`src/hdl/boq_pkg.sv`:
```
// ----------------------------------------------------------------------------
// boq_pkg
// shared types and constants of the bounded ordered queue
// ----------------------------------------------------------------------------
package boq_pkg;

   localparam int DEPTH_DEFAULT = 64;
   localparam int VALUE_W       = 32;
   localparam int INDEX_W       = 6;
   localparam int MODE_W        = 3;
   localparam int COUNT_W       = 7;
   localparam int REQ_DATA_W    = 48;
   localparam int RSP_DATA_W    = 40;

   localparam logic [MODE_W-1:0] MODE_PUSH   = 3'd0;
   localparam logic [MODE_W-1:0] MODE_INSERT = 3'd1;
   localparam logic [MODE_W-1:0] MODE_POP    = 3'd2;
   localparam logic [MODE_W-1:0] MODE_ERASE  = 3'd3;
   localparam logic [MODE_W-1:0] MODE_GET    = 3'd4;
   localparam logic [MODE_W-1:0] MODE_CLEAR  = 3'd5;

   localparam logic [VALUE_W-1:0] FAIL_DATA = '1;

   typedef enum logic [2:0] {
      OP_NOP,
      OP_PUSH,
      OP_INSERT,
      OP_POP,
      OP_ERASE,
      OP_GET,
      OP_CLEAR
   } op_type;

   typedef struct packed {
      op_type             op;
      logic [VALUE_W-1:0] value;
      logic [INDEX_W-1:0] index;
   } cmd_type;

   typedef enum logic [2:0] {
      ST_IDLE,
      ST_EXEC,
      ST_READ,
      ST_WRITE,
      ST_TAIL,
      ST_GETWAIT,
      ST_DONE
   } state_type;

endpackage

```
`src/hdl/boq_ram.sv`:
```
// ----------------------------------------------------------------------------
// boq_ram
// generic single write, single read ram with registered read data
// ----------------------------------------------------------------------------
module boq_ram #(
   parameter int WIDTH = 32,
   parameter int DEPTH = 64
) (
   input  logic                     clock,
   input  logic                     wr_en,
   input  logic [$clog2(DEPTH)-1:0] wr_addr,
   input  logic [WIDTH-1:0]         wr_data,
   input  logic [$clog2(DEPTH)-1:0] rd_addr,
   output logic [WIDTH-1:0]         rd_data
);

   logic [WIDTH-1:0] mem_ff [DEPTH];
   logic [WIDTH-1:0] rd_data_ff;

   always_ff @(posedge clock) begin
      if (wr_en) begin
         mem_ff[wr_addr] <= wr_data;
      end
      rd_data_ff <= mem_ff[rd_addr];
   end

   assign rd_data = rd_data_ff;

endmodule

```
`src/hdl/boq_front.sv`:
```
// ----------------------------------------------------------------------------
// boq_front
// accepts request items, classifies them and queues them for the back end
// ----------------------------------------------------------------------------
module boq_front (
   input  logic                       clock,
   input  logic                       reset,
   input  logic                       req_tvalid,
   output logic                       req_tready,
   input  logic [boq_pkg::REQ_DATA_W-1:0] req_tdata,
   output logic                       cmd_valid,
   input  logic                       cmd_take,
   output boq_pkg::cmd_type           cmd
);

   boq_pkg::cmd_type slot_ff [2];
   logic             wr_ptr_ff, wr_ptr_in;
   logic             rd_ptr_ff, rd_ptr_in;
   logic [1:0]       cnt_ff, cnt_in;
   boq_pkg::cmd_type new_cmd;
   logic             push_en;
   logic             pop_en;

   logic [boq_pkg::MODE_W-1:0]  mode;
   logic [boq_pkg::VALUE_W-1:0] value;

   assign mode  = req_tdata[2:0];
   assign value = req_tdata[34:3];

   // classify: negative push or insert and unused modes become no-ops
   always_comb begin
      new_cmd.value = value;
      new_cmd.index = req_tdata[40:35];
      unique case (mode)
         boq_pkg::MODE_PUSH:   new_cmd.op = value[31] ? boq_pkg::OP_NOP : boq_pkg::OP_PUSH;
         boq_pkg::MODE_INSERT: new_cmd.op = value[31] ? boq_pkg::OP_NOP : boq_pkg::OP_INSERT;
         boq_pkg::MODE_POP:    new_cmd.op = boq_pkg::OP_POP;
         boq_pkg::MODE_ERASE:  new_cmd.op = boq_pkg::OP_ERASE;
         boq_pkg::MODE_GET:    new_cmd.op = boq_pkg::OP_GET;
         boq_pkg::MODE_CLEAR:  new_cmd.op = boq_pkg::OP_CLEAR;
         default:              new_cmd.op = boq_pkg::OP_NOP;
      endcase
   end

   assign req_tready = (cnt_ff != 2'd2);
   assign push_en    = req_tvalid && req_tready;
   assign cmd_valid  = (cnt_ff != 2'd0);
   assign pop_en     = cmd_valid && cmd_take;
   assign cmd        = slot_ff[rd_ptr_ff];

   assign wr_ptr_in = push_en ? ~wr_ptr_ff : wr_ptr_ff;
   assign rd_ptr_in = pop_en ? ~rd_ptr_ff : rd_ptr_ff;
   assign cnt_in    = cnt_ff + {1'b0, push_en} - {1'b0, pop_en};

   always_ff @(posedge clock) begin
      if (reset) begin
         wr_ptr_ff <= 1'b0;
         rd_ptr_ff <= 1'b0;
         cnt_ff    <= 2'd0;
      end else begin
         wr_ptr_ff <= wr_ptr_in;
         rd_ptr_ff <= rd_ptr_in;
         cnt_ff    <= cnt_in;
      end
   end

   always_ff @(posedge clock) begin
      if (push_en) begin
         slot_ff[wr_ptr_ff] <= new_cmd;
      end
   end

endmodule

```
`src/hdl/boq_back.sv`:
```
// ----------------------------------------------------------------------------
// boq_back
// carries out queued commands on the list ram and registers the result
// ----------------------------------------------------------------------------
module boq_back #(
   parameter int DEPTH = boq_pkg::DEPTH_DEFAULT
) (
   input  logic                       clock,
   input  logic                       reset,
   input  logic                       cmd_valid,
   output logic                       cmd_take,
   input  boq_pkg::cmd_type           cmd,
   output logic                       rsp_tvalid,
   input  logic                       rsp_tready,
   output logic [boq_pkg::RSP_DATA_W-1:0] rsp_tdata
);

   localparam int AW   = $clog2(DEPTH);
   localparam int CW   = $clog2(DEPTH + 1);
   localparam int CMPW = (CW > boq_pkg::INDEX_W) ? CW : boq_pkg::INDEX_W;

   boq_pkg::state_type state_ff, state_in;
   boq_pkg::cmd_type   cmd_ff, cmd_in;
   logic [CW-1:0]      fill_ff, fill_in;
   logic [CW-1:0]      i_ff, i_in;
   logic [CW-1:0]      j_ff, j_in;
   logic [31:0]        carry_ff, carry_in;
   logic               placed_ff, placed_in;
   logic               ok_ff, ok_in;
   logic [31:0]        data_ff, data_in;
   logic               rsp_valid_ff, rsp_valid_in;
   logic               rsp_ok_ff, rsp_ok_in;
   logic [31:0]        rsp_data_ff, rsp_data_in;
   logic [boq_pkg::COUNT_W-1:0] rsp_count_ff, rsp_count_in;

   logic          wr_en;
   logic [AW-1:0] wr_addr;
   logic [31:0]   wr_data;
   logic [AW-1:0] rd_addr;
   logic [31:0]   rd_data;

   logic          full;
   logic          empty;
   logic          last;
   logic          slot_free;
   logic          keep;
   logic [CW-1:0] j_next;

   assign full      = (fill_ff == CW'(DEPTH));
   assign empty     = (fill_ff == '0);
   assign last      = (CW'(i_ff + 1'b1) == fill_ff);
   assign slot_free = !rsp_valid_ff || rsp_tready;
   assign keep      = (rd_data != cmd_ff.value);
   assign j_next    = keep ? CW'(j_ff + 1'b1) : j_ff;

   boq_ram #(
      .WIDTH (boq_pkg::VALUE_W),
      .DEPTH (DEPTH)
   ) u_ram (
      .clock   (clock),
      .wr_en   (wr_en),
      .wr_addr (wr_addr),
      .wr_data (wr_data),
      .rd_addr (rd_addr),
      .rd_data (rd_data)
   );

   // next state
   always_comb begin
      state_in = state_ff;
      unique case (state_ff)
         boq_pkg::ST_IDLE: begin
            if (cmd_valid) state_in = boq_pkg::ST_EXEC;
         end
         boq_pkg::ST_EXEC: begin
            unique case (cmd_ff.op)
               boq_pkg::OP_INSERT: state_in = (full || empty) ? boq_pkg::ST_DONE
                                                              : boq_pkg::ST_READ;
               boq_pkg::OP_POP,
               boq_pkg::OP_ERASE:  state_in = empty ? boq_pkg::ST_DONE : boq_pkg::ST_READ;
               boq_pkg::OP_GET:    state_in = (CMPW'(cmd_ff.index) < CMPW'(fill_ff))
                                              ? boq_pkg::ST_GETWAIT : boq_pkg::ST_DONE;
               default:            state_in = boq_pkg::ST_DONE;
            endcase
         end
         boq_pkg::ST_READ:    state_in = boq_pkg::ST_WRITE;
         boq_pkg::ST_WRITE: begin
            if (!last) state_in = boq_pkg::ST_READ;
            else if (cmd_ff.op == boq_pkg::OP_INSERT) state_in = boq_pkg::ST_TAIL;
            else state_in = boq_pkg::ST_DONE;
         end
         boq_pkg::ST_TAIL:    state_in = boq_pkg::ST_DONE;
         boq_pkg::ST_GETWAIT: state_in = boq_pkg::ST_DONE;
         boq_pkg::ST_DONE: begin
            if (slot_free) state_in = boq_pkg::ST_IDLE;
         end
         default: state_in = boq_pkg::ST_IDLE;
      endcase
   end

   // datapath and ram control
   always_comb begin
      cmd_take     = 1'b0;
      cmd_in       = cmd_ff;
      fill_in      = fill_ff;
      i_in         = i_ff;
      j_in         = j_ff;
      carry_in     = carry_ff;
      placed_in    = placed_ff;
      ok_in        = ok_ff;
      data_in      = data_ff;
      rsp_valid_in = rsp_valid_ff && !rsp_tready;
      rsp_ok_in    = rsp_ok_ff;
      rsp_data_in  = rsp_data_ff;
      rsp_count_in = rsp_count_ff;
      wr_en        = 1'b0;
      wr_addr      = AW'(i_ff);
      wr_data      = cmd_ff.value;
      rd_addr      = AW'(i_ff);
      unique case (state_ff)
         boq_pkg::ST_IDLE: begin
            cmd_take = cmd_valid;
            cmd_in   = cmd;
         end
         boq_pkg::ST_EXEC: begin
            ok_in     = 1'b0;
            data_in   = '0;
            i_in      = '0;
            j_in      = '0;
            placed_in = 1'b0;
            unique case (cmd_ff.op)
               boq_pkg::OP_PUSH: begin
                  if (!full) begin
                     wr_en   = 1'b1;
                     wr_addr = AW'(fill_ff);
                     fill_in = CW'(fill_ff + 1'b1);
                     ok_in   = 1'b1;
                  end
               end
               boq_pkg::OP_INSERT: begin
                  // an empty list takes the value at the head at once
                  if (!full && empty) begin
                     wr_en   = 1'b1;
                     wr_addr = '0;
                     fill_in = CW'(fill_ff + 1'b1);
                     ok_in   = 1'b1;
                  end
               end
               boq_pkg::OP_POP: begin
                  if (empty) data_in = boq_pkg::FAIL_DATA;
               end
               boq_pkg::OP_GET: begin
                  rd_addr = AW'(cmd_ff.index);
                  if (CMPW'(cmd_ff.index) >= CMPW'(fill_ff)) data_in = boq_pkg::FAIL_DATA;
               end
               boq_pkg::OP_CLEAR: begin
                  fill_in = '0;
                  ok_in   = 1'b1;
               end
               default: begin
               end
            endcase
         end
         boq_pkg::ST_READ: begin
            rd_addr = AW'(i_ff);
         end
         boq_pkg::ST_WRITE: begin
            i_in = CW'(i_ff + 1'b1);
            unique case (cmd_ff.op)
               boq_pkg::OP_INSERT: begin
                  // ripple the displaced entry one place toward the tail
                  if (!placed_ff && ($signed(rd_data) <= $signed(cmd_ff.value))) begin
                     wr_en     = 1'b1;
                     wr_data   = cmd_ff.value;
                     carry_in  = rd_data;
                     placed_in = 1'b1;
                  end else if (placed_ff) begin
                     wr_en    = 1'b1;
                     wr_data  = carry_ff;
                     carry_in = rd_data;
                  end
               end
               boq_pkg::OP_POP: begin
                  if (i_ff == '0) begin
                     data_in = rd_data;
                  end else begin
                     wr_en   = 1'b1;
                     wr_addr = AW'(i_ff - 1'b1);
                     wr_data = rd_data;
                  end
                  if (last) begin
                     fill_in = CW'(fill_ff - 1'b1);
                     ok_in   = 1'b1;
                  end
               end
               boq_pkg::OP_ERASE: begin
                  // compact the survivors toward the head
                  if (keep) begin
                     wr_en   = 1'b1;
                     wr_addr = AW'(j_ff);
                     wr_data = rd_data;
                  end
                  j_in = j_next;
                  if (last) begin
                     ok_in   = (j_next != fill_ff);
                     fill_in = j_next;
                  end
               end
               default: begin
               end
            endcase
         end
         boq_pkg::ST_TAIL: begin
            wr_en   = 1'b1;
            wr_addr = AW'(fill_ff);
            wr_data = placed_ff ? carry_ff : cmd_ff.value;
            fill_in = CW'(fill_ff + 1'b1);
            ok_in   = 1'b1;
         end
         boq_pkg::ST_GETWAIT: begin
            data_in = rd_data;
            ok_in   = 1'b1;
         end
         boq_pkg::ST_DONE: begin
            if (slot_free) begin
               rsp_valid_in = 1'b1;
               rsp_ok_in    = ok_ff;
               rsp_data_in  = data_ff;
               rsp_count_in = boq_pkg::COUNT_W'(fill_ff);
            end
         end
         default: begin
         end
      endcase
   end

   always_ff @(posedge clock) begin
      if (reset) begin
         state_ff     <= boq_pkg::ST_IDLE;
         fill_ff      <= '0;
         rsp_valid_ff <= 1'b0;
      end else begin
         state_ff     <= state_in;
         fill_ff      <= fill_in;
         rsp_valid_ff <= rsp_valid_in;
      end
   end

   always_ff @(posedge clock) begin
      cmd_ff       <= cmd_in;
      i_ff         <= i_in;
      j_ff         <= j_in;
      carry_ff     <= carry_in;
      placed_ff    <= placed_in;
      ok_ff        <= ok_in;
      data_ff      <= data_in;
      rsp_ok_ff    <= rsp_ok_in;
      rsp_data_ff  <= rsp_data_in;
      rsp_count_ff <= rsp_count_in;
   end

   assign rsp_tvalid = rsp_valid_ff;
   assign rsp_tdata  = {rsp_count_ff, rsp_data_ff, rsp_ok_ff};

endmodule

```
`src/hdl/bounded_ordered_queue_core.sv`:
```
// ----------------------------------------------------------------------------
// bounded_ordered_queue_core
// ordered list of up to DEPTH signed values with push, insert, pop, erase,
// get and clear requests, one response item per request item
// ----------------------------------------------------------------------------
// every request item yields exactly one response item holding ok, data and
// the entry count after the request. a front end takes items into a two
// item command queue while the back end works, and a response register
// lets the next request start while a finished response waits. the list
// lives in a single ram with one write and one registered read port, so
// work that moves entries walks the list one entry at a time, reading it in
// the read state and writing it back in the write state. push, clear,
// rejected or unused requests and failed pops or gets pass through the
// idle, exec and done states; get adds getwait, and insert into a
// non-empty, non-full list adds tail after its walk. no clearing pass is
// needed after reset.
module bounded_ordered_queue_core #(
   parameter int DEPTH = boq_pkg::DEPTH_DEFAULT
) (
   input  logic                           clock,
   input  logic                           reset,
   // request channel
   input  logic                           req_tvalid,
   output logic                           req_tready,
   // mode[2:0], value[34:3], index[40:35], zero pad
   input  logic [boq_pkg::REQ_DATA_W-1:0] req_tdata,
   // response channel
   output logic                           rsp_tvalid,
   input  logic                           rsp_tready,
   // ok[0], data[32:1], count[39:33]
   output logic [boq_pkg::RSP_DATA_W-1:0] rsp_tdata
);

   // classified command handed from front end to back end
   logic             cmd_valid;
   logic             cmd_take;
   boq_pkg::cmd_type cmd;

   // front end: accept, classify, queue
   boq_front u_front (
      .clock      (clock),
      .reset      (reset),
      .req_tvalid (req_tvalid),
      .req_tready (req_tready),
      .req_tdata  (req_tdata),
      .cmd_valid  (cmd_valid),
      .cmd_take   (cmd_take),
      .cmd        (cmd)
   );

   // back end: list ram walk and response register
   boq_back #(
      .DEPTH (DEPTH)
   ) u_back (
      .clock      (clock),
      .reset      (reset),
      .cmd_valid  (cmd_valid),
      .cmd_take   (cmd_take),
      .cmd        (cmd),
      .rsp_tvalid (rsp_tvalid),
      .rsp_tready (rsp_tready),
      .rsp_tdata  (rsp_tdata)
   );

endmodule
```
`config.mk`:
```
export PLATFORM = sky130hd
export DESIGN_NAME = bounded_ordered_queue_core
export DESIGN_NICKNAME = d
export VERILOG_FILES = /design/src/hdl/boq_pkg.sv /design/src/hdl/boq_ram.sv /design/src/hdl/boq_front.sv /design/src/hdl/boq_back.sv /design/src/hdl/bounded_ordered_queue_core.sv
export SDC_FILE = /design/constraint.sdc
export NUM_CORES = 2
export LEC_CHECK = 0
export BUFFER_PORTS_ARGS = -buffer_cell sky130_fd_sc_hd__buf_2
export CAP_MARGIN = 10
export CORE_MARGIN = 2
export CORE_UTILIZATION = 40
export CTS_BUF_LIST = sky130_fd_sc_hd__clkbuf_4 sky130_fd_sc_hd__clkbuf_8
export DETAILED_ROUTE_END_ITERATION = 10
export PLACE_DENSITY = 0.65
export SYNTH_ARGS = -nofsm -noshare
export SYNTH_HDL_FRONTEND = slang
export SYNTH_SLANG_ARGS = --single-unit
```
`constraint.sdc`:
```
create_clock -name clock -period 7.6 [get_ports clock]
set_clock_uncertainty 0.2 [all_clocks]
set_input_delay 1.9 -clock clock [delete_from_list [all_inputs] [get_ports clock]]
set_output_delay 1.9 -clock clock [all_outputs]
set_load 0.02 [all_outputs]
```
# Word level (Yosys, flattened, before mapping)
# Memories as Yosys holds them, arrays and structs flattened. A register that Yosys moved wholly into a read port is not among the register bits.
# Index checks and enable logic that the tools add are counted.
# W data, S select, Z words.
dict set report word_totals {
  regBits 135
  ramBits 2130
  input_bits 52
  out_inout_bits 42
  mem_count 2
}
dict set report classes {
  addsub 7
  order_cmp 3
  n_eq_ne 35
  n_mux 70
  n_bitwise 2
  n_reduce_logical 31
}
# memory words word_bits rd rd_clocked_by_memory_dff write_ports line_no
set mem_list {}
lappend mem_list {u_back.u_ram.mem_ff 64 32 1 1 1 boq_ram.sv:17} ;# logic [WIDTH-1:0] mem_ff [DEPTH];
lappend mem_list {u_front.slot_ff 2 41 1 1 1 boq_front.sv:16} ;# boq_pkg::cmd_type slot_ff [2];
# operator count
set ops {}
lappend ops {{$mux W32} 10}
lappend ops {{$pmux W32 S3} 2}
lappend ops {{$pmux W32 S2} 2}
lappend ops {{$mux W7} 6}
lappend ops {{$pmux W7 S2} 3}
lappend ops {{$pmux W7 S3} 2}
lappend ops {{$mux W6} 6}
lappend ops {{$pmux W3 S6} 2}
lappend ops {{$le A32 B32 Y1} 1}
lappend ops {{$ne A32 B32 Y1} 1}
lappend ops {{$eq A3 B3 Y1 const B} 8}
lappend ops {{$pmux W6 S2} 2}
lappend ops {{$add A7 B1 Y7 const B} 3}
lappend ops {{$eq A3 B2 Y1 const B} 6}
lappend ops {{$mux W1} 18}
lappend ops {{$pmux W6 S3} 1}
lappend ops {{$mux W3} 5}
lappend ops {{$logic_not A7 Y1} 2}
lappend ops {{$ne A2 B1 Y1 const B} 6}
lappend ops {{$pmux W1 S3} 4}
lappend ops {{$eq A3 B1 Y1 const B} 3}
lappend ops {{$ne A3 B2 Y1 const B} 3}
lappend ops {{$pmux W3 S3} 1}
lappend ops {{$reduce_and A3 Y1} 3}
lappend ops {{25 further kinds} 48}

# Depth between registers and ports, before layout
dict set report logic_depth {
  depth_word 8
  ltp_mapped 16
}

# Cells and area by module
# A second synthesis with hierarchy kept.
dict set report hier_totals {
  cells_unflattened 4541
  hier_area_um2 91315.1
}
# mod n_inst cells_per_inst area_per_inst_um2
set by_module_without_submodules {}
lappend by_module_without_submodules {boq_ram 1 3572 78881.9}
lappend by_module_without_submodules {boq_back 1 803 9178.8}
lappend by_module_without_submodules {boq_front 1 166 3254.4}

# Least setup slack after synthesis
# No wires, ideal clock.
dict set report synth_timing {
  kind {register -> register}
  start {register u_back.cmd_ff[20] (netlist name)}
  end {memory u_back.u_ram.mem_ff[46][0] (enable)}
  setup_ns 0.513
  arrival_ns 5.794
  required_ns 6.887
  setup_slack_ns 1.093
  path_stages_with_launch 10
  period_less_slack_ns 6.507
  cell_sequence {edfxtp_1 -> inv_1 -> ha_1 -> nand4_1 -> nor4_1 -> a21oi_1 -> a2111o_1 -> o211a_1 -> nor3_2 -> nor4b_1}
}
dict set report synth_via {
  elab_chain_len 7
  elab_cells_between_ends 12
  cone_classes {order compare: 1; eq/ne: 1; mux: 9; reduce/logical: 1}
}
# element line_no
set synth_lines {}
lappend synth_lines {{$le A32 B32 Y1} boq_back.sv:172} ;# if (!placed_ff && ($signed(rd_data) <= $signed(cmd_ff.value))) begin
lappend synth_lines {{$logic_and A1 B1 Y1} boq_back.sv:172}
lappend synth_lines {{$mux W1} boq_back.sv:172}
lappend synth_lines {{$pmux W1 S3} boq_back.sv:169} ;# unique case (cmd_ff.op)
lappend synth_lines {{$pmux W1 S3} boq_back.sv:120} ;# unique case (state_ff)
lappend synth_lines {{$mux W1} boq_ram.sv:21} ;# if (wr_en) begin
lappend synth_lines {{$mux W1 (implied by the code)} boq_ram.sv:22} ;# mem_ff[wr_addr] <= wr_data;
lappend synth_lines {{to (decl)} boq_ram.sv:17}
# Several ways; a longest one is shown, not always the timed one.

# Worst setup path in the final report
dict set report layout_timing {
  start {register u_back.state_ff[0]}
  end {register u_back.u_ram.rd_data_ff[0], in the netlist u_back.u_ram.rd_data[0] (read register of u_back.u_ram.mem_ff)}
}
dict set report layout_via {
  elab_chain_len 2
}
# element line_no
set layout_lines {}
lappend layout_lines {{from (decl)} boq_back.sv:22} ;# boq_pkg::state_type state_ff, state_in;
lappend layout_lines {{from (signal assigned)} boq_back.sv:239} ;# state_ff <= boq_pkg::ST_IDLE;
lappend layout_lines {{from (signal assigned)} boq_back.sv:243} ;# state_ff <= state_in;
lappend layout_lines {{$eq A3 B1 Y1} boq_back.sv:120}
lappend layout_lines {{$mux W6} boq_back.sv:120}
lappend layout_lines {{to (decl)} boq_ram.sv:18} ;# logic [WIDTH-1:0] rd_data_ff;
# No other way between the ends.
# A chain may end at the register's enable or synchronous reset.

==> results.json <==
{
  "crit_path_end_kind": "register",
  "first_global_vias": 55500,
  "critical_path_class": "register to register",
  "max_freq_mhz": 173,
  "wl_per_cell_um": 29.3,
  "post_cts_resized": 0,
  "routed_via_density": 6.02,
  "cts_max_level": 5,
  "r2r-start": "u_back.state_ff[0]",
  "ys_seq_elements": 2338,
  "areaGrowthSynthToFinish_pct": 13.4,
  "power_density_nw_per_um2": 389,
  "placed_cell_area_um2": 97800,
  "p_sw_share_pct": 36.4,
  "final_cell_mix": "2291 x edfxtp_1, 1088 x nand2_1, 405 x clkbuf_8",
  "async_reset_ff_share_pct": 0,
  "hp-start": "u_back.data_ff[12]",
  "gp_congestion": 0.915,
  "die_w_um": 485,
  "ys_types": 98,
  "power_leakage_uw": 0.0355,
  "arrival_ns": 6.37,
  "cell_internal_pwr_uw": 26000,
  "synth_area_per_cell_um2": 15.0,
  "clk_latency_ns": 1.07,
  "root_buffer": "clkbuf_8",
  "cts_hold_buf": 0,
  "layout-drive-gt1-share_pct": 16.5,
  "nets": 6575,
  "grt_usage_pct": 23.6,
  "routed_wl_mm": 287,
  "startpoint_type": "register",
  "path_max_fanout": 56,
  "hold_violations": 0,
  "relSlewSlack_pct": 14.0,
  "setup_tns_ns": 0,
  "cts.sinks": 2338,
  "p_switching_uw": 14900,
  "rsz0062_at_grt": "no",
  "clkTransAtPathRegs_ns": 0.07,
  "hold_path.class": "register to register",
  "fill_cells": 19600,
  "final.period_utilization_pct": 76.1,
  "finalInstanceArea_um2": 105000,
  "finalSetupViolations": 0,
  "run_status": "complete, no violations",
  "synthCells": 6175,
  "antenna_found_initial": 25,
  "die_h_um": 485,
  "postCtsSetupRepairBufs": 0,
  "rows": 176,
  "cts_max_path_buffers": 4,
  "hpwlAfterDp_mm": 159,
  "cts_buffers": 384,
  "dieArea_um2": 236000,
  "cts_tree": "yes",
  "synth_ff_type": "edfxtp_1",
  "io_pins": 94,
  "grt_max_degree": 165,
  "core_area_um2": 230000,
  "vias": 58900,
  "synth-edff-count": 2291,
  "syn_area_um2": 92700,
  "initial_utilization_pct": 40.3,
  "vdd_drop_max_v": 0.000438,
  "drc": 0,
  "grt.overflow.total": 0,
  "grt_pass1_wl_mm": 402,
  "p_clk_share_pct": 26.1,
  "first_pass_iters": 8,
  "ys_seq_area_share_pct": 75.2,
  "synth_warnings": 0,
  "crit_start": "u_back.state_ff[0]",
  "p_comb_share_pct": 30.1,
  "worstMarginPinSlew_ns": 1.27,
  "numPortBuffers": 86,
  "drv_slew": 0,
  "power_frac_seq_pct": 43.9,
  "cap_violations": 0,
  "syn-num-nets": 6273,
  "postRouteAntennaNets": 0,
  "layout_commonest_cell": "edfxtp_1",
  "layout_min_cycle_time_ns": 5.78,
  "required_ns": 8.19,
  "drt_iter0_markers": 8876
}
==> registers in the layout (all words and copies together), names as in the netlist <==
register              count
u_back.u_ram.mem_ff    2048
u_front.slot_ff          82
u_back.cmd_ff            41
u_back.carry_ff          32
u_back.data_ff           32
u_back.rsp_data_ff       32
u_back.u_ram.rd_data     32
u_back.fill_ff            7
u_back.i_ff               7
u_back.j_ff               7
u_back.rsp_count_ff       7
u_back.state_ff           3
u_front.cnt_ff            2
u_back.ok_ff              1
u_back.placed_ff          1
u_back.rsp_ok_ff          1
u_back.rsp_tvalid         1
u_front.rd_ptr_ff         1
u_front.wr_ptr_ff         1
==> final cells by class <==
| type | instances | area, um2 | share of cell area (%) |
|---|---|---|---|
| inverter | 53 | 199 | 0.189 |
| timing repair buffer | 295 | 2210 | 2.10 |
| tap | 3026 | 3790 | 3.60 |
| clock buffer | 548 | 6650 | 6.32 |
| multi-input combinational | 3405 | 21900 | 20.8 |
| antenna | 6 | 15.0 | 0.0143 |
| clock inverter | 112 | 679 | 0.646 |
| sequential | 2338 | 69700 | 66.3 |
==> worst paths after layout <==
path              slack (ns)                 endpoint  cells past startpoint
setup / recovery        1.82  u_back.u_ram.rd_data[0]                      9
hold / removal          0.17   u_back.rsp_data_ff[12]                      0
setup reg to reg        1.82  u_back.u_ram.rd_data[0]                      9
hold reg to reg         0.17   u_back.rsp_data_ff[12]                      0
==> worst max-delay path, stage by stage, from the launching register on <==
cell,delay [ns]
dfxtp_1,0.82
or3b_1,0.65
o21ai_4,0.59
and2_4,0.66
buf_12,0.40
mux2i_1,0.28
o22ai_1,0.11
or4_1,0.57
o311a_1,0.31
or4_1,0.88
==> per-stage QoR <==
step | instances | hold WS (ns) | total power (uW) | utilization, % | worst slack (ns)
global placement | 9117 | 0.208 | 29800 | 42.5 | 1.96
finish | 9783 | 0.167 | 40900 | 45.7 | 1.82
global route | 9779 | 0.170 | 42200 | 45.7 | 1.72
detailed placement | 9117 | 0.205 | 30100 | 42.5 | 1.98
CTS | 9777 | 0.173 | 40700 | 45.7 | 2.00
floorplan | 6175 | 0.200 | 25000 | - | 1.09
==> kinds of logic after synthesis <==
kind of cell | count (synthesis) | synth area share (%)
AO/OA/AOI/OAI | 1112 | 7.94
XOR/XNOR | 33 | 0.359
adder cells (fa/ha/maj) | 46 | 0.621
buffers and inverters | 432 | 2.21
flip-flops | 2338 | 75.2
multiplexers | 456 | 5.18
AND/OR/NAND/NOR | 1758 | 8.45
==> per-layer routing <==
metal	GRT usage [%]	wire, um
met4	10.2	12800
met5	0	120
met3	5.81	35000
met1	32.5	111000
met2	35.7	128000
==> Yosys cell counts (all sizes together), types with 51 or more instances <==
master | instances | share of area, %
a21oi | 321 | 1.7
a31oi | 74 | 0.51
clkbuf | 152 | 0.62
edfxtp | 2291 | 74
buf | 227 | 1.4
mux2i | 398 | 4.3
o21ai | 129 | 0.71
o22ai | 139 | 0.94
nand4 | 67 | 0.45
a32oi | 63 | 0.60
nor2 | 80 | 0.34
a22oi | 117 | 0.95
nand3 | 201 | 1.1
inv | 51 | 0.21
nand2 | 1098 | 4.5
nor3 | 121 | 0.66
==> power by group through the flow <==
stage	Sequential, uW	Clock, uW	Combinational, uW
after CTS	17900	10800	12000
final	17900	10700	12300
after global routing	18000	11300	12900
after floorplan	18000	0	6930
after detailed placement	18200	0	11900
after global placement	18200	0	11700
Power figures use the tool's default switching activity.
